File: src/hw/rtl/bole_pkg.sv
// shared types and constants of the bounded ordered list engine
// no dependencies; imported by the top level and the checker
`default_nettype none

package bole_pkg;

	// fixed field widths of the request and result words
	localparam int VAL_W  = 32;
	localparam int MODE_W = 3;
	localparam int POS_W  = 4;
	localparam int ENT_W  = 5;
	localparam int CAP_W  = 5;

	localparam logic [CAP_W-1:0] CAP_RESET = 5'd16;

	// request codes
	typedef enum logic [MODE_W-1:0] {
		MODE_PREPEND  = 3'd0,
		MODE_APPEND   = 3'd1,
		MODE_GET      = 3'd2,
		MODE_RMV_VAL  = 3'd3,
		MODE_RMV_POS  = 3'd4,
		MODE_CONTAINS = 3'd5
	} mode_t;

	// sequencer states
	typedef enum logic [2:0] {
		ST_IDLE,
		ST_INS,
		ST_LINK,
		ST_WALK,
		ST_UNLINK,
		ST_FREE
	} state_t;

endpackage

`default_nettype wire

File: src/hw/rtl/bole_ram.sv
// generic simple dual port ram, one write and one registered read port
// no dependencies
`default_nettype none

module bole_ram #(
	parameter int WIDTH = 32,
	parameter int DEPTH = 16,
	localparam int AW = $clog2(DEPTH)
) (
	input  wire logic             clk,
	input  wire logic             we,
	input  wire logic [AW-1:0]    waddr,
	input  wire logic [WIDTH-1:0] wdata,
	input  wire logic [AW-1:0]    raddr,
	output logic      [WIDTH-1:0] rdata
);

	logic [WIDTH-1:0] mem [DEPTH];

	// write port and registered read
	always_ff @(posedge clk) begin
		if (we) begin
			mem[waddr] <= wdata;
		end
		rdata <= mem[raddr];
	end

endmodule

`default_nettype wire

File: src/hw/rtl/bole_link_store.sv
// next-slot link store: ram plus a fill mark that stands in for the reset free chain
// depends on bole_ram
`default_nettype none

module bole_link_store #(
	parameter int DEPTH = 16,
	localparam int AW = $clog2(DEPTH)
) (
	input  wire logic          clk,
	input  wire logic          arst_n,
	input  wire logic          we,
	input  wire logic [AW-1:0] waddr,
	input  wire logic [AW-1:0] wdata,
	input  wire logic [AW-1:0] raddr,
	output logic      [AW-1:0] rdata
);

	logic [AW-1:0] ram_rdata;
	logic [AW-1:0] raddr_s1;
	logic [AW:0]   fill_q;
	logic [AW-1:0] fresh_link;

	bole_ram #(
		.WIDTH(AW),
		.DEPTH(DEPTH)
	) u_ram (
		.clk  (clk),
		.we   (we),
		.waddr(waddr),
		.wdata(wdata),
		.raddr(raddr),
		.rdata(ram_rdata)
	);

	// read address is registered alongside the ram read, so it lines up with the read data
	always_ff @(posedge clk) begin
		raddr_s1 <= raddr;
	end

	// slots are first written in ascending order, so a mark of how far
	// writing has got tells written slots from untouched ones
	always_ff @(posedge clk or negedge arst_n) begin
		if (!arst_n) begin
			fill_q <= '0;
		end else if (we && ({1'b0, waddr} == fill_q)) begin
			fill_q <= fill_q + 1'b1;
		end
	end

	// untouched slot still links to the next one, the last wraps to zero
	assign fresh_link = (raddr_s1 == AW'(DEPTH - 1)) ? '0 : raddr_s1 + AW'(1);
	assign rdata      = ({1'b0, raddr_s1} >= fill_q) ? fresh_link : ram_rdata;

endmodule

`default_nettype wire

File: src/hw/rtl/bounded_ordered_list_engine_unit.sv
// Bounded ordered list engine: linked list of values in a value ram and a link ram.
// Result strobe is registered: refused insert or unknown mode ends in idle, inserts in INS or
// LINK, get and contains at the end of the walk, removes in FREE (walk, UNLINK, FREE).
// One item at a time; the link walk takes one entry per cycle through the link ram read.
// Next word may start in the cycle its predecessor's result is shown. The receiver cannot stall.
// Async reset empties the list and sets capacity 16; no clearing pass is needed.
`default_nettype none

module bounded_ordered_list_engine_unit
	import bole_pkg::*;
#(
	parameter int CAPACITY   = 16,
	parameter int VALUE_BITS = 32
) (
	input  wire logic              clk,
	input  wire logic              arst_n,
	input  wire logic              start,
	output logic                   busy,
	input  wire logic [MODE_W-1:0] mode,
	input  wire logic [VAL_W-1:0]  item_value,
	input  wire logic [POS_W-1:0]  position,
	output logic                   done,
	output logic                   ok,
	output logic      [VAL_W-1:0]  value_out,
	output logic      [ENT_W-1:0]  entries,
	output logic                   is_full,
	input  wire logic              cfg_we,
	input  wire logic [CAP_W-1:0]  cfg_wdata
);

	localparam int SLOT_W = $clog2(CAPACITY);
	localparam int CNT_W  = $clog2(CAPACITY + 1);
	localparam int CMP_A  = (CNT_W > CAP_W) ? CNT_W : CAP_W;
	localparam int CMP_W  = (CMP_A > POS_W) ? CMP_A : POS_W;
	localparam logic [CMP_W-1:0] CAP_MAX = CMP_W'(CAPACITY);

	state_t state_q, state_d;

	// list registers
	logic [SLOT_W-1:0] head_q, tail_q, free_q;
	logic [CNT_W-1:0]  count_q, count_d;
	logic [CAP_W-1:0]  cap_q;

	// request and walk registers
	mode_t                 mode_q;
	logic [VALUE_BITS-1:0] val_q;
	logic [POS_W-1:0]      pos_q;
	logic [SLOT_W-1:0]     cur_q, prev_q, next_q;
	logic [CNT_W-1:0]      idx_q;
	logic [VALUE_BITS-1:0] vout_q;

	// result registers
	logic             done_q, ok_q, full_q;
	logic [VAL_W-1:0] value_q;
	logic [ENT_W-1:0] ent_q;

	// memory ports
	logic [SLOT_W-1:0]     rd_addr;
	logic [VALUE_BITS-1:0] val_rd;
	logic [SLOT_W-1:0]     link_rd;
	logic                  lk_we, vs_we;
	logic [SLOT_W-1:0]     lk_waddr, lk_wdata;

	// decode and compare
	mode_t                 in_mode;
	logic                  accept, in_ins, in_walk, cap_reached, full_d;
	logic                  by_pos, is_rmv, in_range, hit;
	logic [CMP_W-1:0]      eff_cap;
	logic                  fin, res_ok;
	logic [VALUE_BITS-1:0] res_val;

	bole_ram #(
		.WIDTH(VALUE_BITS),
		.DEPTH(CAPACITY)
	) u_value_ram (
		.clk  (clk),
		.we   (vs_we),
		.waddr(cur_q),
		.wdata(val_q),
		.raddr(rd_addr),
		.rdata(val_rd)
	);

	bole_link_store #(
		.DEPTH(CAPACITY)
	) u_link_store (
		.clk   (clk),
		.arst_n(arst_n),
		.we    (lk_we),
		.waddr (lk_waddr),
		.wdata (lk_wdata),
		.raddr (rd_addr),
		.rdata (link_rd)
	);

	// request decode and list status
	assign in_mode     = mode_t'(mode);
	assign accept      = start && (state_q == ST_IDLE);
	assign in_ins      = (in_mode == MODE_PREPEND) || (in_mode == MODE_APPEND);
	assign in_walk     = (in_mode == MODE_GET) || (in_mode == MODE_RMV_VAL) ||
	                     (in_mode == MODE_RMV_POS) || (in_mode == MODE_CONTAINS);
	assign eff_cap     = (CMP_W'(cap_q) > CAP_MAX) ? CAP_MAX : CMP_W'(cap_q);
	assign cap_reached = CMP_W'(count_q) >= eff_cap;
	assign full_d      = CMP_W'(count_d) >= eff_cap;

	// walk match on the entry whose ram data is arriving
	assign by_pos   = (mode_q == MODE_GET) || (mode_q == MODE_RMV_POS);
	assign is_rmv   = (mode_q == MODE_RMV_VAL) || (mode_q == MODE_RMV_POS);
	assign in_range = idx_q < count_q;
	assign hit      = by_pos ? (CMP_W'(idx_q) == CMP_W'(pos_q)) : (val_rd == val_q);

	// next state
	always_comb begin
		state_d = state_q;
		unique case (state_q)
			ST_IDLE: begin
				if (accept) begin
					if (in_ins && !cap_reached) begin
						state_d = ST_INS;
					end else if (in_walk) begin
						state_d = ST_WALK;
					end
				end
			end
			ST_INS: begin
				state_d = ((mode_q == MODE_APPEND) && (count_q != '0)) ? ST_LINK : ST_IDLE;
			end
			ST_LINK: begin
				state_d = ST_IDLE;
			end
			ST_WALK: begin
				if (!in_range) begin
					state_d = ST_IDLE;
				end else if (hit) begin
					state_d = is_rmv ? ST_UNLINK : ST_IDLE;
				end
			end
			ST_UNLINK: begin
				state_d = ST_FREE;
			end
			ST_FREE: begin
				state_d = ST_IDLE;
			end
			default: begin
				state_d = ST_IDLE;
			end
		endcase
	end

	// memory controls, result and count update
	always_comb begin
		fin      = 1'b0;
		res_ok   = 1'b0;
		res_val  = '0;
		rd_addr  = cur_q;
		lk_we    = 1'b0;
		lk_waddr = cur_q;
		lk_wdata = next_q;
		vs_we    = 1'b0;
		count_d  = count_q;
		unique case (state_q)
			ST_IDLE: begin
				if (accept) begin
					rd_addr = in_ins ? free_q : head_q;
					fin     = !in_walk && !(in_ins && !cap_reached);
				end
			end
			ST_INS: begin
				vs_we    = 1'b1;
				lk_we    = 1'b1;
				lk_waddr = cur_q;
				lk_wdata = (mode_q == MODE_PREPEND) ? head_q : '0;
				count_d  = count_q + CNT_W'(1);
				fin      = !((mode_q == MODE_APPEND) && (count_q != '0));
				res_ok   = 1'b1;
			end
			ST_LINK: begin
				lk_we    = 1'b1;
				lk_waddr = tail_q;
				lk_wdata = cur_q;
				fin      = 1'b1;
				res_ok   = 1'b1;
			end
			ST_WALK: begin
				if (!in_range) begin
					fin = 1'b1;
				end else if (hit) begin
					if (!is_rmv) begin
						fin     = 1'b1;
						res_ok  = 1'b1;
						res_val = (mode_q == MODE_GET) ? val_rd : '0;
					end
				end else begin
					rd_addr = link_rd;
				end
			end
			ST_UNLINK: begin
				if (cur_q != head_q) begin
					lk_we    = 1'b1;
					lk_waddr = prev_q;
					lk_wdata = next_q;
				end
			end
			ST_FREE: begin
				lk_we    = 1'b1;
				lk_waddr = cur_q;
				lk_wdata = free_q;
				count_d  = count_q - CNT_W'(1);
				fin      = 1'b1;
				res_ok   = 1'b1;
				res_val  = vout_q;
			end
			default: begin
				fin = 1'b0;
			end
		endcase
	end

	// control state: sequencer, list pointers, count, capacity, strobe
	always_ff @(posedge clk or negedge arst_n) begin
		if (!arst_n) begin
			state_q <= ST_IDLE;
			head_q  <= '0;
			tail_q  <= '0;
			free_q  <= '0;
			count_q <= '0;
			cap_q   <= CAP_RESET;
			done_q  <= 1'b0;
		end else begin
			state_q <= state_d;
			count_q <= count_d;
			done_q  <= fin;
			if (cfg_we) begin
				cap_q <= cfg_wdata;
			end
			unique case (state_q)
				ST_INS: begin
					free_q <= link_rd;
					if (mode_q == MODE_PREPEND) begin
						head_q <= cur_q;
						if (count_q == '0) begin
							tail_q <= cur_q;
						end
					end else if (count_q == '0) begin
						head_q <= cur_q;
						tail_q <= cur_q;
					end
				end
				ST_LINK: begin
					tail_q <= cur_q;
				end
				ST_UNLINK: begin
					if (cur_q == head_q) begin
						if (count_q == CNT_W'(1)) begin
							head_q <= '0;
							tail_q <= '0;
						end else begin
							head_q <= next_q;
						end
					end else if (cur_q == tail_q) begin
						tail_q <= prev_q;
					end
				end
				ST_FREE: begin
					free_q <= cur_q;
				end
				default: begin
					free_q <= free_q;
				end
			endcase
		end
	end

	// request word, walk position and result word
	always_ff @(posedge clk) begin
		if (accept) begin
			mode_q <= in_mode;
			val_q  <= VALUE_BITS'(item_value);
			pos_q  <= position;
			cur_q  <= in_ins ? free_q : head_q;
			prev_q <= head_q;
			idx_q  <= '0;
		end
		if ((state_q == ST_WALK) && in_range) begin
			if (hit) begin
				next_q <= link_rd;
				vout_q <= val_rd;
			end else begin
				prev_q <= cur_q;
				cur_q  <= link_rd;
				idx_q  <= idx_q + CNT_W'(1);
			end
		end
		if (fin) begin
			ok_q    <= res_ok;
			value_q <= VAL_W'(res_val);
			ent_q   <= ENT_W'(count_d);
			full_q  <= full_d;
		end
	end

	assign busy      = (state_q != ST_IDLE);
	assign done      = done_q;
	assign ok        = ok_q;
	assign value_out = value_q;
	assign entries   = ent_q;
	assign is_full   = full_q;

endmodule

`default_nettype wire

File: config.mk
export PLATFORM = sky130hd
export DESIGN_NAME = bounded_ordered_list_engine_unit
export DESIGN_NICKNAME = d
export VERILOG_FILES = /design/src/hw/rtl/bole_pkg.sv /design/src/hw/rtl/bole_ram.sv /design/src/hw/rtl/bole_link_store.sv /design/src/hw/rtl/bounded_ordered_list_engine_unit.sv
export SDC_FILE = /design/constraint.sdc
export NUM_CORES = 1
export LEC_CHECK = 0
export BUFFER_PORTS_ARGS = -buffer_cell sky130_fd_sc_hd__buf_2
export CORE_ASPECT_RATIO = 1.1
export CORE_MARGIN = 2
export CORE_UTILIZATION = 25
export CTS_CLUSTER_DIAMETER = 60
export CTS_CLUSTER_SIZE = 10
export DETAILED_ROUTE_END_ITERATION = 7
export PLACE_DENSITY_LB_ADDON = 0.3
export SLEW_MARGIN = 20
export SYNTH_ARGS = -nofsm -noshare
export SYNTH_HDL_FRONTEND = slang
export SYNTH_SLANG_ARGS = --single-unit
File: constraint.sdc
create_clock -name clk -period 7.1 [get_ports clk]
set_clock_uncertainty 0.1 [all_clocks]
set_input_delay 1.42 -clock clk [delete_from_list [all_inputs] [get_ports clk]]
set_output_delay 1.42 -clock clk [all_outputs]
set_load 0.005 [all_outputs]
==> results by stage, run 1 <==
Routing:
- In the final routed layout, each cell accounts on average for 22.44 um.
- The first routing iteration left 1496 violations.
- Across all layers, the routed design uses 16960 vias.
- The post-route DRC violation count is 0.
- Once detail routing completed, the nets flagged for antenna violations numbered 0.
- Before antenna repair, the detailed router went through 6 iterations.
- The final layout contains routed wiring with a total length of 82940 um.
- In the routed layout, each cell is associated on average with a via count of 4.590.

Place:
- The congestion estimate from routability-driven global placement came to 0.7710.
- The minimum setup slack after placement is 1622 ps.
- Once placement finished, the instance area stood at 0.03341 mm2.
- The number of buffer cells added on primary ports is 88.
- The post-detailed-placement half-perimeter wirelength is 47710 um.

Synth:
- For this run, the number of Yosys warnings is 0.
- Averaged over all synthesized cells, the footprint is 16.62 um2.
- The post-synth net total is 1929.
- The netlist uses 66 different library cells.
- The post-synthesis cell area is 0.03087 mm2.
- Synthesis produced 1857 cells.
- After synthesis, flip-flops and latches occupy 73.08% of the total area.
- In this run, synthesis inferred 690 flip-flops with an integrated enable.
- The primary flip-flop cell chosen by synthesis mapping is sky130_fd_sc_hd__edfxtp_1.
- After synthesis, the share of flip-flops with an asynchronous set or reset is 4.005%.
- In this run, synthesis produced a sequential element count of 774.

Status:
- The flow ran to the end, and the final reports show no timing, DRC or antenna violations.

STA:
- Of the available clock period, the critical path in the final layout requires 78.57%.
- Setup repair after global routing left no endpoint under its margin.
- The worst pin sits at a relative slew slack of 29.92%.
- Setup violations remaining at the end of the flow were counted as 0.
- Across all setup checks in the final design, the least slack found is 1522 ps.
- Based on the critical path, the design can be clocked at up to 179.3 MHz.
- For the final routed database, the setup TNS stands at 0 ps.
- The final period demand of the worst path is 5578 ps.
- The number of hold-slack violations in the final timing report came to 0.
- For the pin with the worst max-slew slack, the measured transition is 1050 ps.
- The final count of pins violating max slew is 0.

Cells and area:
- The area occupied by multi-input gates is 0.007731 mm2.
- The final-stage net count is 2055.
- The proportion of layout cells with a drive suffix above 1 is 26.41%.
- The commonest non-fill, non-tap cell in the layout is sky130_fd_sc_hd__edfxtp_1.
- The total area of sequential cells is 0.02256 mm2.
- After routing the design area is 0.03614 mm2.
- The final core area utilization is 29.43%.
- The library cells used most frequently in the layout, excluding fill and tap cells, are 690 x sky130_fd_sc_hd__edfxtp_1, 255 x sky130_fd_sc_hd__mux2_2, 118 x sky130_fd_sc_hd__a22oi_1, 111 x sky130_fd_sc_hd__o211ai_1, 92 x sky130_fd_sc_hd__clkbuf_16.
- The count of antenna diodes in the layout is 0.
- Fill cells in the final layout number 12180.
- Compared with the post-synthesis result, the final layout area differs by 17.07%.

CTS:
- The number of levels the H-tree was split into is 3.
- The number of post-CTS setup repair buffers is 0.
- The worst-skew pair later-pin latency is 670 ps.
- Counting every sink on the clock net gives 774.
- The number of gates resized after CTS was 0.
- The number of hold buffers added after CTS was 0.
- The clock passes through at most 3 buffers.
- The number of buffers added by the clock tree synthesis step is 91.
- After clock tree synthesis, the clock-pin slew on the worst setup and hold paths is 60 ps.
- TritonCTS built the clock tree.
- The clock root buffer master is sky130_fd_sc_hd__clkbuf_16.

Global routing:
- Entering global routing, the biggest net connects 75 pins.
- The number of global-route vias before repair is 17550.
- The initial antenna violation count is 6.
- The global router's overall resource usage is 12.91%.
- The first global-routing pass estimated 120300 um of wire.
- Global routing finished with a remaining overflow of 0.

Power and ir drop:
- The share of total power dissipated in sequential elements is 38.6%.
- Internal power comes to 10.84 mW.
- Combinational logic burns 36.0% of the power.
- Across the VDD grid, the largest voltage drop is 0.3816 mV.
- In this run the power density over the cells is 472.0 mW/mm2.
- The switching share of power is 36.43%.
- The static leakage is 11.76 nW.
- The clock network burns 25.3% of the power.
- For this design the total switching power over the nets is 6.214 mW.

Die:
- The height of the die is 372.5 um.
- After floorplanning, the core was sized to cover 0.1228 mm2.
- The number of placement rows is 135.
- The top-level I/O count is 89.
- For this configuration, the core starts out at a cell density of 25.14%.
- From left edge to right edge, the die measures 339.0 um.
- The die area is 0.1263 mm2.

Worst hold path:
- The class of the tightest hold or removal check is reg -> reg.

Worst setup path:
- The critical path data required time is 7600 ps.
- In this run the register-to-register setup slack is 1520 ps.
- STA classifies the critical path startpoint as a flop.
- The critical path arrival is 6080 ps.
- The critical path class is reg -> reg.
- The category of the worst setup path capture point is a flop.
- Along the worst path, the maximum fanout reaches 31.

Job:
- The tool flagged a number of max-cap violations equal to 0.
[per-layer routing]
layer / wire (um) / global-route usage, % / share of wire (%) / vias to the layer above
met4: 1802 / 3.684 / 2.2 / 2
met3: 4710 / 2.371 / 5.7 / 115
met5: 13 / 0 / 0.016 / -
li1: - / - / - / 7567
met1: 37830 / 17.68 / 46 / 8718
met2: 38580 / 20.89 / 47 / 561
[power groups by stage]
stage	combinational, mW	sequential, mW	clock [mW]
detailed placement	6.20	6.67	0
global placement	6.12	6.66	0
global route	6.67	6.66	4.61
floorplan	4.28	6.41	0
CTS	6.23	6.59	4.42
finish	6.15	6.59	4.32
[metrics by stage]
stage / hold slack [ps] / instances / power, mW
after floorplan: 350.4 / 1857 / 10.69
after global placement: 377.5 / 3534 / 12.78
after detailed placement: 378.2 / 3534 / 12.87
after CTS: 399.4 / 3696 / 17.25
after global routing: 419.4 / 3696 / 17.94
final: 396.9 / 3696 / 17.06
[cell type report]
| type | count | area share [%] |
|---|---|---|
| clock buffer | 149 | 6.990 |
| clock inverter | 13 | 0.5678 |
| inverter | 68 | 0.7063 |
| multi-input combinational | 913 | 21.39 |
| sequential | 774 | 62.42 |
| tap | 1644 | 5.692 |
| timing repair buffer | 135 | 2.230 |
[state kept, by name, summed over array words and instances (netlist names), 4 cells and up]
signal                    cells
cap_q                         5
count_q                       5
cur_q                         4
entries                       5
free_q                        4
head_q                        4
idx_q                         5
next_q                        4
pos_q                         4
prev_q                        4
tail_q                        4
u_link_store.fill_q           5
u_link_store.raddr_s1         4
u_link_store.u_ram.mem       64
u_link_store.u_ram.rdata      4
u_value_ram.mem             512
u_value_ram.rdata            32
val_q                        32
value_out                    32
vout_q                       32
[path summary, 6_finish.rpt]
check | endpoint | startpoint | cells past startpoint
max | u_value_ram.rdata[25] | val_q[31] | 12
min | vout_q[0] | u_value_ram.rdata[0] | 0
max reg2reg | u_value_ram.rdata[25] | val_q[31] | 12
min reg2reg | vout_q[0] | u_value_ram.rdata[0] | 0
max in group asynchronous | count_q[3] | arst_n | 1
min in group asynchronous | u_link_store.fill_q[1] | arst_n | 1
[Yosys cell counts, types with 5 or more instances]
cell type	number	area, um2
sky130_fd_sc_hd__edfxtp_1	690	20720
sky130_fd_sc_hd__mux2_2	255	2872
sky130_fd_sc_hd__a22oi_1	118	885.9
sky130_fd_sc_hd__o211ai_1	111	833.3
sky130_fd_sc_hd__inv_1	65	244.0
sky130_fd_sc_hd__nor2_1	64	240.2
sky130_fd_sc_hd__dfxtp_1	53	1061
sky130_fd_sc_hd__buf_2	48	240.2
sky130_fd_sc_hd__nand4_1	48	300.3
sky130_fd_sc_hd__xnor2_1	47	411.6
sky130_fd_sc_hd__clkbuf_1	46	172.7
sky130_fd_sc_hd__nand2_1	39	146.4
sky130_fd_sc_hd__a22o_1	32	280.3
sky130_fd_sc_hd__dfrtp_1	30	750.7
sky130_fd_sc_hd__ha_1	24	300.3
sky130_fd_sc_hd__o21ai_0	24	120.1
sky130_fd_sc_hd__a21oi_1	19	95.09
sky130_fd_sc_hd__nand2b_1	12	75.07
sky130_fd_sc_hd__nor3_1	9	45.04
sky130_fd_sc_hd__nand3_1	8	40.04
sky130_fd_sc_hd__a21o_1	7	52.55
sky130_fd_sc_hd__a222oi_1	7	70.07
sky130_fd_sc_hd__mux2i_1	7	70.07
sky130_fd_sc_hd__xor2_1	7	61.31
sky130_fd_sc_hd__and3_1	6	37.54
sky130_fd_sc_hd__mux2_1	5	56.30
[cell families (layout without fill, tap and decap cells)]
group | Yosys count | count (layout) | synth area share, %
compound gates | 349 | 349 | 8.403
xor+xnor | 56 | 56 | 1.638
fa+ha+maj | 24 | 24 | 0.9728
buf+inv | 170 | 365 | 2.395
flops | 774 | 774 | 73.08
mux | 269 | 269 | 9.801
simple gates | 215 | 215 | 3.713
[critical path, stage by stage, from the launching register on]
cell	delay [ps]
sky130_fd_sc_hd__edfxtp_1	640
sky130_fd_sc_hd__xnor2_1	520
sky130_fd_sc_hd__nand4_1	170
sky130_fd_sc_hd__nor4_1	720
sky130_fd_sc_hd__nand4_1	550
sky130_fd_sc_hd__and2_1	440
sky130_fd_sc_hd__mux2i_4	180
sky130_fd_sc_hd__buf_4	390
sky130_fd_sc_hd__inv_2	120
sky130_fd_sc_hd__nor3_4	800
sky130_fd_sc_hd__buf_4	530
sky130_fd_sc_hd__a22oi_1	170
sky130_fd_sc_hd__nand4_1	130
No activity file was read; power rests on OpenSTA's default activity.
==> run 2, diff against run 1 <==
clock period = 5.4 ns   (was 7.1 ns; I/O delays follow)
==> run 2 against run 1 <==
Cell count grew 0.65%. Sequential cell count is the same. Register-to-register slack lost 870 ps. Critical path depth shrank 2. Via count grew 1.5%. Die area is the same. Power grew 34%. Global-route usage grew 0.49 points. Design area grew 0.90%.
==> results by stage, run 2 (synthesis gave the netlist of run 1 again) <==
STA:
- The final period demand of the worst path came to 4748 ps (was 5578 ps).
- Unrepaired setup endpoints after global routing: no (unchanged).
- The tightest hold margin is 398.5 ps (was 396.9 ps).
- The highest attainable clock frequency is 210.6 MHz (was 179.3 MHz).
- The final count of pins violating max slew is 0 (unchanged).
- The relative slew slack is 24.04% (was 29.92%).
- The final cycle utilization of the critical path came to 87.93% (was 78.57%).
- The number of hold-slack violations in the final timing report was 0 (unchanged).
- The final count of negative-setup-slack endpoints is 0 (unchanged).
- The setup TNS is 0 ps (unchanged).
- The transition time of the tightest slew-check pin was 1139 ps (was 1050 ps).

Worst setup path:
- The capture point of the worst path is u_value_ram.rdata[25] (unchanged).
- The critical path data required time is 5880 ps (was 7600 ps).
- The number of buffers and inverters on the critical path came to 1 (was 3).
- Critical path, cell by cell: xnor2_1 > nand4_1 > nor4_1 > nand4_1 > and2_1 > a221oi_4 > and3_2 > buf_12 > a22oi_1 > nand4_1 (was xnor2_1 > nand4_1 > nor4_1 > nand4_1 > and2_1 > mux2i_4 > buf_4 > inv_2 > nor3_4 > buf_4 > a22oi_1 > nand4_1).
- The number of cells on the critical path is 10 (was 12).
- The startpoint type of the worst setup path is a flop (unchanged).
- The register-to-register setup slack is 650 ps (was 1520 ps).
- The launch point of the critical path was val_q[27] (was val_q[31]).
- The category of the worst setup path capture point is a flop (unchanged).
- The cell family with the largest share of critical-path delay is simple AND/OR/NAND/NOR gates (unchanged).
- The cell repeated most along the worst path is sky130_fd_sc_hd__nand4_1 (unchanged).
- The depth of the most critical reg-to-reg path is 10 (was 12).
- The delay of the slowest cell on the worst path was 730 ps (was 800 ps).
- The slowest library cell on the worst path is sky130_fd_sc_hd__and3_2 (was sky130_fd_sc_hd__nor3_4).
- The critical path class is reg -> reg (unchanged).
- The startpoint of the worst register-to-register path is val_q[27] (was val_q[31]).
- The critical path arrival is 5230 ps (was 6080 ps).
- The highest fanout seen on the critical path is 20 (was 31).
- The endpoint of the most critical register-to-register path is u_value_ram.rdata[25] (unchanged).

Routing:
- The routed via count is 17220 (was 16960).
- The post-route DRC violation count is 0 (unchanged).
- The routed via count divided by cell count is 4.629 (was 4.590).
- The violation count after the first detailed-routing iteration is 1463 (was 1496).
- The final wirelength is 86080 um (was 82940 um).
- The average wire per standard cell was 23.14 um (was 22.44 um).
- The first-pass iteration count of the detailed router is 7 (was 6).
- The antenna violation net count after detailed routing is 0 (unchanged).

Worst hold path:
- The launch point of the worst hold path is u_value_ram.rdata[25] (was u_value_ram.rdata[0]).
- The class of the tightest hold or removal check was reg -> reg (unchanged).

CTS:
- The clock-pin slew of the registers on the worst-case setup and hold paths was 60 ps (about the same).
- The number of buffers added by the clock tree synthesis step is 93 (was 91).
- The post-cts resize count is 0 (unchanged).
- The worst-skew pair later-pin latency came to 680 ps (was 670 ps).
- The clock root buffer master is sky130_fd_sc_hd__clkbuf_16 (unchanged).
- The number of post-CTS setup repair buffers is 0 (unchanged).
- The number of levels the H-tree was split into is 3 (unchanged).
- The quantity of hold-fixing buffers added after cts is 0 (unchanged).
- The maximum buffer depth of the clock tree is 3 (unchanged).
- The CTS tree is yes (unchanged).
- The clock sink total came to 774 (unchanged).

Cells and area:
- The commonest non-fill, non-tap cell in the layout is sky130_fd_sc_hd__edfxtp_1 (unchanged).
- The final-stage net count came to 2074 (was 2055).
- The flip-flop count of the largest register after layout is 512 (unchanged).
- The count of antenna diodes in the layout is 0 (unchanged).
- The proportion of layout cells with a drive suffix above 1 is 27.26% (was 26.41%).
- Commonest cells after routing, fill and taps aside: 690 x sky130_fd_sc_hd__edfxtp_1, 255 x sky130_fd_sc_hd__mux2_2, 118 x sky130_fd_sc_hd__a22oi_1, 111 x sky130_fd_sc_hd__o211ai_1, 94 x sky130_fd_sc_hd__clkbuf_16 (was 690 x sky130_fd_sc_hd__edfxtp_1, 255 x sky130_fd_sc_hd__mux2_2, 118 x sky130_fd_sc_hd__a22oi_1, 111 x sky130_fd_sc_hd__o211ai_1, 92 x sky130_fd_sc_hd__clkbuf_16).
- The register name with the most flops is u_value_ram.mem (unchanged).
- The layout-stage area growth over the synthesis result is 18.12% (was 17.07%).
- Registers with the most flip-flops: u_value_ram.mem: 512 flops, u_link_store.u_ram.mem: 64 flops (unchanged).
- The fill cell total of the finished layout is 12150 (was 12180).

Job:
- The max capacitance violation total is 0 (unchanged).

Status:
- Status: finished, final reports clean (unchanged).

Place:
- The number of buffer cells added on primary ports is 88 (unchanged).
- The weighted congestion reported at the end of routability-driven placement was 0.7901 (was 0.7710).
- The post-detailed-placement half-perimeter wirelength was 51270 um (was 47710 um).

Global routing:
- The wire length of the first global-routing pass is 123800 um (was 120300 um).
- The maximum number of pins on one net before global-route repair is 92 (was 75).
- The overall overflow remaining after global route is 0 (unchanged).
- The initial antenna violation count is 9 (was 6).
- The global router's overall resource usage was 13.40% (was 12.91%).
- The number of global-route vias before repair is 17760 (was 17550).

Power and ir drop:
- The total design power is 22.90 mW (was 17.06 mW).
- The peak supply drop is 0.5551 mV (was 0.3816 mV).
- The static leakage is 11.92 nW (was 11.76 nW).
- The cell area power density was 628.0 mW/mm2 (was 472.0 mW/mm2).

Die:
- The die area was 0.1263 mm2 (unchanged).
- The height of the die came to 372.5 um (unchanged).
- The top-level I/O count came to 89 (unchanged).
- The effective utilization at floorplan is 25.14% (unchanged).
- The core box area is 0.1228 mm2 (unchanged).
- The number of placement rows came to 135 (unchanged).
- The width of the chip came to 339.0 um (unchanged).
run 2: area by class of cell:
class / count / area, um2 / share of cell area [%]
clock buffers: 151 / 2586 / 7.093
inverters: 68 / 255.2 / 0.7000
well taps: 1644 / 2057 / 5.641
multi-input cells: 913 / 7731 / 21.20
clock inverters: 18 / 266.5 / 0.7309
repair buffers: 152 / 1008 / 2.766
flip-flops and latches: 774 / 22560 / 61.87
run 2: layer usage:
metal | track usage (%) | part of all wire (%) | vias up
met3 | 2.350 | 5.5 | 136
li1 | - | - | 7623
met5 | 0 | 0 | -
met4 | 4.385 | 2.8 | 0
met2 | 21.96 | 47 | 565
met1 | 17.97 | 44 | 8895
run 2: worst min path at each step:
stage                 end  cells past startpoint
5_1_grt        vout_q[25]                      0
6_report       vout_q[25]                      0
3_5_place_dp   vout_q[28]                      0
3_3_place_gp    vout_q[1]                      0
2_1_floorplan  vout_q[17]                      0
4_1_cts        vout_q[25]                      0
run 2: worst reg2reg max path, cell delays in order (launching register included):
cell,delay (ps)
sky130_fd_sc_hd__edfxtp_1,610
sky130_fd_sc_hd__xnor2_1,600
sky130_fd_sc_hd__nand4_1,200
sky130_fd_sc_hd__nor4_1,370
sky130_fd_sc_hd__nand4_1,500
sky130_fd_sc_hd__and2_1,450
sky130_fd_sc_hd__a221oi_4,610
sky130_fd_sc_hd__and3_2,730
sky130_fd_sc_hd__buf_12,290
sky130_fd_sc_hd__a22oi_1,110
sky130_fd_sc_hd__nand4_1,110
run 2: report_power, final:
part | internal (mW) | total [mW] | switching (mW)
combinational | 3.31 | 8.41 | 5.10
clock | 3.39 | 5.87 | 2.48
sequential | 7.86 | 8.62 | 0.761
total | 14.6 | 22.9 | 8.34
run 2: stage by stage:
step	cell area, um2	worst slack, ps	util (%)	cells
3_3_place_gp	33610	784.4	27.37	3551
2_1_floorplan	30870	53.06	-	1857
5_1_grt	36460	453.4	29.69	3720
3_5_place_dp	33610	704.2	27.37	3551
6_report	36460	651.9	29.69	3720
4_1_cts	36460	689.7	29.69	3720
==> run 3, diff against run 2 <==
CAP_MARGIN = 20   (was default)
GPL_TIMING_DRIVEN = 0   (was default)
==> run 3 against run 2 <==
Critical path depth increased by 3. Count of clock-buffer cells in the layout grew 5. Die area is the same. Global-route usage barely moved. Design area grew 0.96%. Sequential share of layout area down 0.59 points. Non-clock buffer count is 84 higher. Via count up 1.6%. Sequential power fell by 0.5%. Register-to-register slack lost 210 ps. First-iteration DRC count increased by 12%. Hold slack lost 19 ps. Critical path type unchanged. Largest power group is now combinational logic.
==> results by stage, run 3 (synthesis gave the netlist of run 1 again) <==
Routing:
- The routed via count is 17490 (was 17220).
- The first-pass iteration count of the detailed router came to 6 (was 7).
- The antenna violation net count after detailed routing is 0 (unchanged).
- The final wirelength is 85870 um (was 86080 um).
- The average wire per standard cell is 22.59 um (was 23.14 um).
- The post-route DRC violation count came to 0 (unchanged).
- The routed via count divided by cell count is 4.599 (was 4.629).
- The violation count after the first detailed-routing iteration was 1633 (was 1463).

Global routing:
- The overall overflow remaining after global route is 0 (unchanged).
- The maximum number of pins on one net before global-route repair is 32 (was 92).
- The global router's overall resource usage came to 13.44% (was 13.40%).
- The number of global-route vias before repair was 18120 (was 17760).
- The wire length of the first global-routing pass is 125400 um (was 123800 um).
- The initial antenna violation count is 4 (was 9).

Place:
- The number of buffer cells added on primary ports is 88 (unchanged).
- The weighted congestion reported at the end of routability-driven placement is 0.8360 (was 0.7901).
- The post-detailed-placement half-perimeter wirelength is 59050 um (was 51270 um).
- The cell count after placement is 3634 (was 3551).

Worst setup path:
- The category of the worst setup path capture point was a flop (unchanged).
- The depth of the most critical reg-to-reg path came to 13 (was 10).
- The startpoint of the worst register-to-register path was val_q[27] (unchanged).
- The critical path data required time is 5890 ps (was 5880 ps).
- The endpoint of the most critical register-to-register path is u_value_ram.rdata[22] (was u_value_ram.rdata[25]).
- The startpoint type of the worst setup path is a flop (unchanged).
- The capture point of the worst path is u_value_ram.rdata[22] (was u_value_ram.rdata[25]).
- The critical path class is reg -> reg (unchanged).
- The register-to-register setup slack is 440 ps (was 650 ps).
- The launch point of the critical path is val_q[27] (unchanged).
- The highest fanout seen on the critical path is 17 (was 20).
- The critical path arrival is 5450 ps (was 5230 ps).

Status:
- Status: finished, final reports clean (unchanged).

Cells and area:
- The layout-stage area growth over the synthesis result is 19.25% (was 18.12%).
- The final core area utilization is 29.98% (was 29.69%).
- The final-stage net count is 2155 (was 2074).
- The count of antenna diodes in the layout came to 0 (unchanged).
- The proportion of layout cells with a drive suffix above 1 is 27.71% (was 27.26%).
- The fill cell total of the finished layout is 12080 (was 12150).
- The commonest non-fill, non-tap cell in the layout is sky130_fd_sc_hd__edfxtp_1 (unchanged).
- The register name with the most flops is u_value_ram.mem (unchanged).
- The flip-flop count of the largest register after layout is 512 (unchanged).
- Commonest cells after routing, fill and taps aside: 690 x sky130_fd_sc_hd__edfxtp_1, 255 x sky130_fd_sc_hd__mux2_2, 136 x sky130_fd_sc_hd__buf_2, 118 x sky130_fd_sc_hd__a22oi_1, 111 x sky130_fd_sc_hd__o211ai_1 (was 690 x sky130_fd_sc_hd__edfxtp_1, 255 x sky130_fd_sc_hd__mux2_2, 118 x sky130_fd_sc_hd__a22oi_1, 111 x sky130_fd_sc_hd__o211ai_1, 94 x sky130_fd_sc_hd__clkbuf_16).
- Registers with the most flip-flops: u_value_ram.mem: 512 flops, u_link_store.u_ram.mem: 64 flops (unchanged).
- The number of standard cells in the final layout excluding fillers is 3802 (was 3720).

CTS:
- The number of buffers added by the clock tree synthesis step came to 90 (was 93).
- The maximum buffer depth of the clock tree is 3 (unchanged).
- The clock root buffer master is sky130_fd_sc_hd__clkbuf_16 (unchanged).
- The CTS tree was yes (unchanged).
- The clock sink total is 774 (unchanged).
- The number of levels the H-tree was split into came to 3 (unchanged).
- The worst-skew pair later-pin latency is 660 ps (was 680 ps).
- The clock-pin slew of the registers on the worst-case setup and hold paths is 60 ps (about the same).

Die:
- The height of the die is 372.5 um (unchanged).
- The effective utilization at floorplan is 25.14% (unchanged).
- The core box area is 0.1228 mm2 (unchanged).
- The number of placement rows is 135 (unchanged).
- The die area came to 0.1263 mm2 (unchanged).
- The top-level I/O count is 89 (unchanged).
- The width of the chip is 339.0 um (unchanged).

STA:
- The final count of negative-setup-slack endpoints came to 0 (unchanged).
- The final count of pins violating max slew is 0 (unchanged).
- The number of hold-slack violations in the final timing report is 0 (unchanged).
- Unrepaired setup endpoints after global routing: no (unchanged).
- The final period demand of the worst path is 4961 ps (was 4748 ps).
- The transition time of the tightest slew-check pin is 1127 ps (was 1139 ps).
- The final cycle utilization of the critical path is 91.86% (was 87.93%).
- The tightest hold margin is 379.2 ps (was 398.5 ps).
- The relative slew slack is 24.47% (was 24.04%).
- The highest attainable clock frequency is 201.6 MHz (was 210.6 MHz).

Worst hold path:
- The class of the tightest hold or removal check is reg -> reg (unchanged).

Power and ir drop:
- The total design power is 23.19 mW (was 22.90 mW).
- The static leakage is 12.14 nW (was 11.92 nW).
- The cell area power density is 630.0 mW/mm2 (was 628.0 mW/mm2).
- The peak supply drop is 0.3236 mV (was 0.5551 mV).

Job:
- The max capacitance violation total was 0 (unchanged).
-- run 3: changes by cell type in the layout (fill, tap and decap cells not counted), sizes merged --
| cell | before | now |
|---|---|---|
| inv | 73 | 70 |
| clkbuf | 151 | 202 |
| clkinvlp | 3 | 0 |
| bufinv | 2 | 1 |
| buf | 152 | 190 |
-- run 3: final cells by class --
class	count	area [um2]	area share, %
repair buffers	134	997.2	2.709
clock buffers	156	2574	6.992
multi-input cells	913	7701	20.92
well taps	1644	2057	5.588
inverters	68	257.7	0.7002
clock inverters	11	175.2	0.4759
plain buffers	102	491.7	1.336
flip-flops and latches	774	22560	61.28
-- run 3: layer usage --
metal  vias to the layer above  GRT usage (%)  part of all wire, %
met5                         -              0                0.015
met4                         2          4.547                  3.2
met3                       152          2.366                  5.5
met2                       565          22.29                   47
met1                      8989          17.75                   44
li1                       7779              -                    -
-- run 3: power breakdown --
group / switching (mW) / internal (mW) / total [mW]
clock network: 2.43 / 3.29 / 5.72
registers: 0.728 / 7.85 / 8.58
logic: 5.52 / 3.37 / 8.89
-- run 3: through the flow --
step           TNS [ps]  instance area, um2  setup slack (ps)
2_1_floorplan         0               30870             53.06
3_3_place_gp    -489160               33370             -4957
3_5_place_dp      -1624               34050            -229.1
4_1_cts          -7.711               36800            -7.711
5_1_grt               0               36810             215.8
6_report              0               36810             439.4
-- run 3: repair_timing --
| action | in CTS | in global routing |
|---|---|---|
| hold endpoints to repair | 0 | 0 |
| cloned | 0 | 0 |
| setup buffers | 0 | 1 |
| resized for setup | 6 | 0 |
| pin swaps | 0 | 1 |
| setup endpoints to repair | 22 | 48 |
| hold buffers | 0 | 0 |
-- run 3: how the worst min path moves through the flow --
stage / start / to / slack [ps] / depth (start not counted)
2_1_floorplan: u_value_ram.rdata[17] / vout_q[17] / 350 / 0
4_1_cts: u_value_ram.rdata[12] / vout_q[12] / 380 / 0
3_5_place_dp: u_value_ram.rdata[12] / vout_q[12] / 370 / 0
3_3_place_gp: u_value_ram.rdata[18] / vout_q[18] / 370 / 0
6_report: u_value_ram.rdata[12] / vout_q[12] / 380 / 0
5_1_grt: u_value_ram.rdata[12] / vout_q[12] / 390 / 0
-- run 3: worst max-delay path: stages, from the launching register on --
cell	delay (ps)
sky130_fd_sc_hd__edfxtp_1	610
sky130_fd_sc_hd__xnor2_1	560
sky130_fd_sc_hd__nand4_1	180
sky130_fd_sc_hd__nor4_1	480
sky130_fd_sc_hd__nand4_1	150
sky130_fd_sc_hd__buf_4	220
sky130_fd_sc_hd__and2_1	140
sky130_fd_sc_hd__buf_2	180
sky130_fd_sc_hd__a211oi_2	390
sky130_fd_sc_hd__inv_2	120
sky130_fd_sc_hd__nor3_2	860
sky130_fd_sc_hd__buf_2	490
sky130_fd_sc_hd__a22oi_1	220
sky130_fd_sc_hd__nand4_1	170
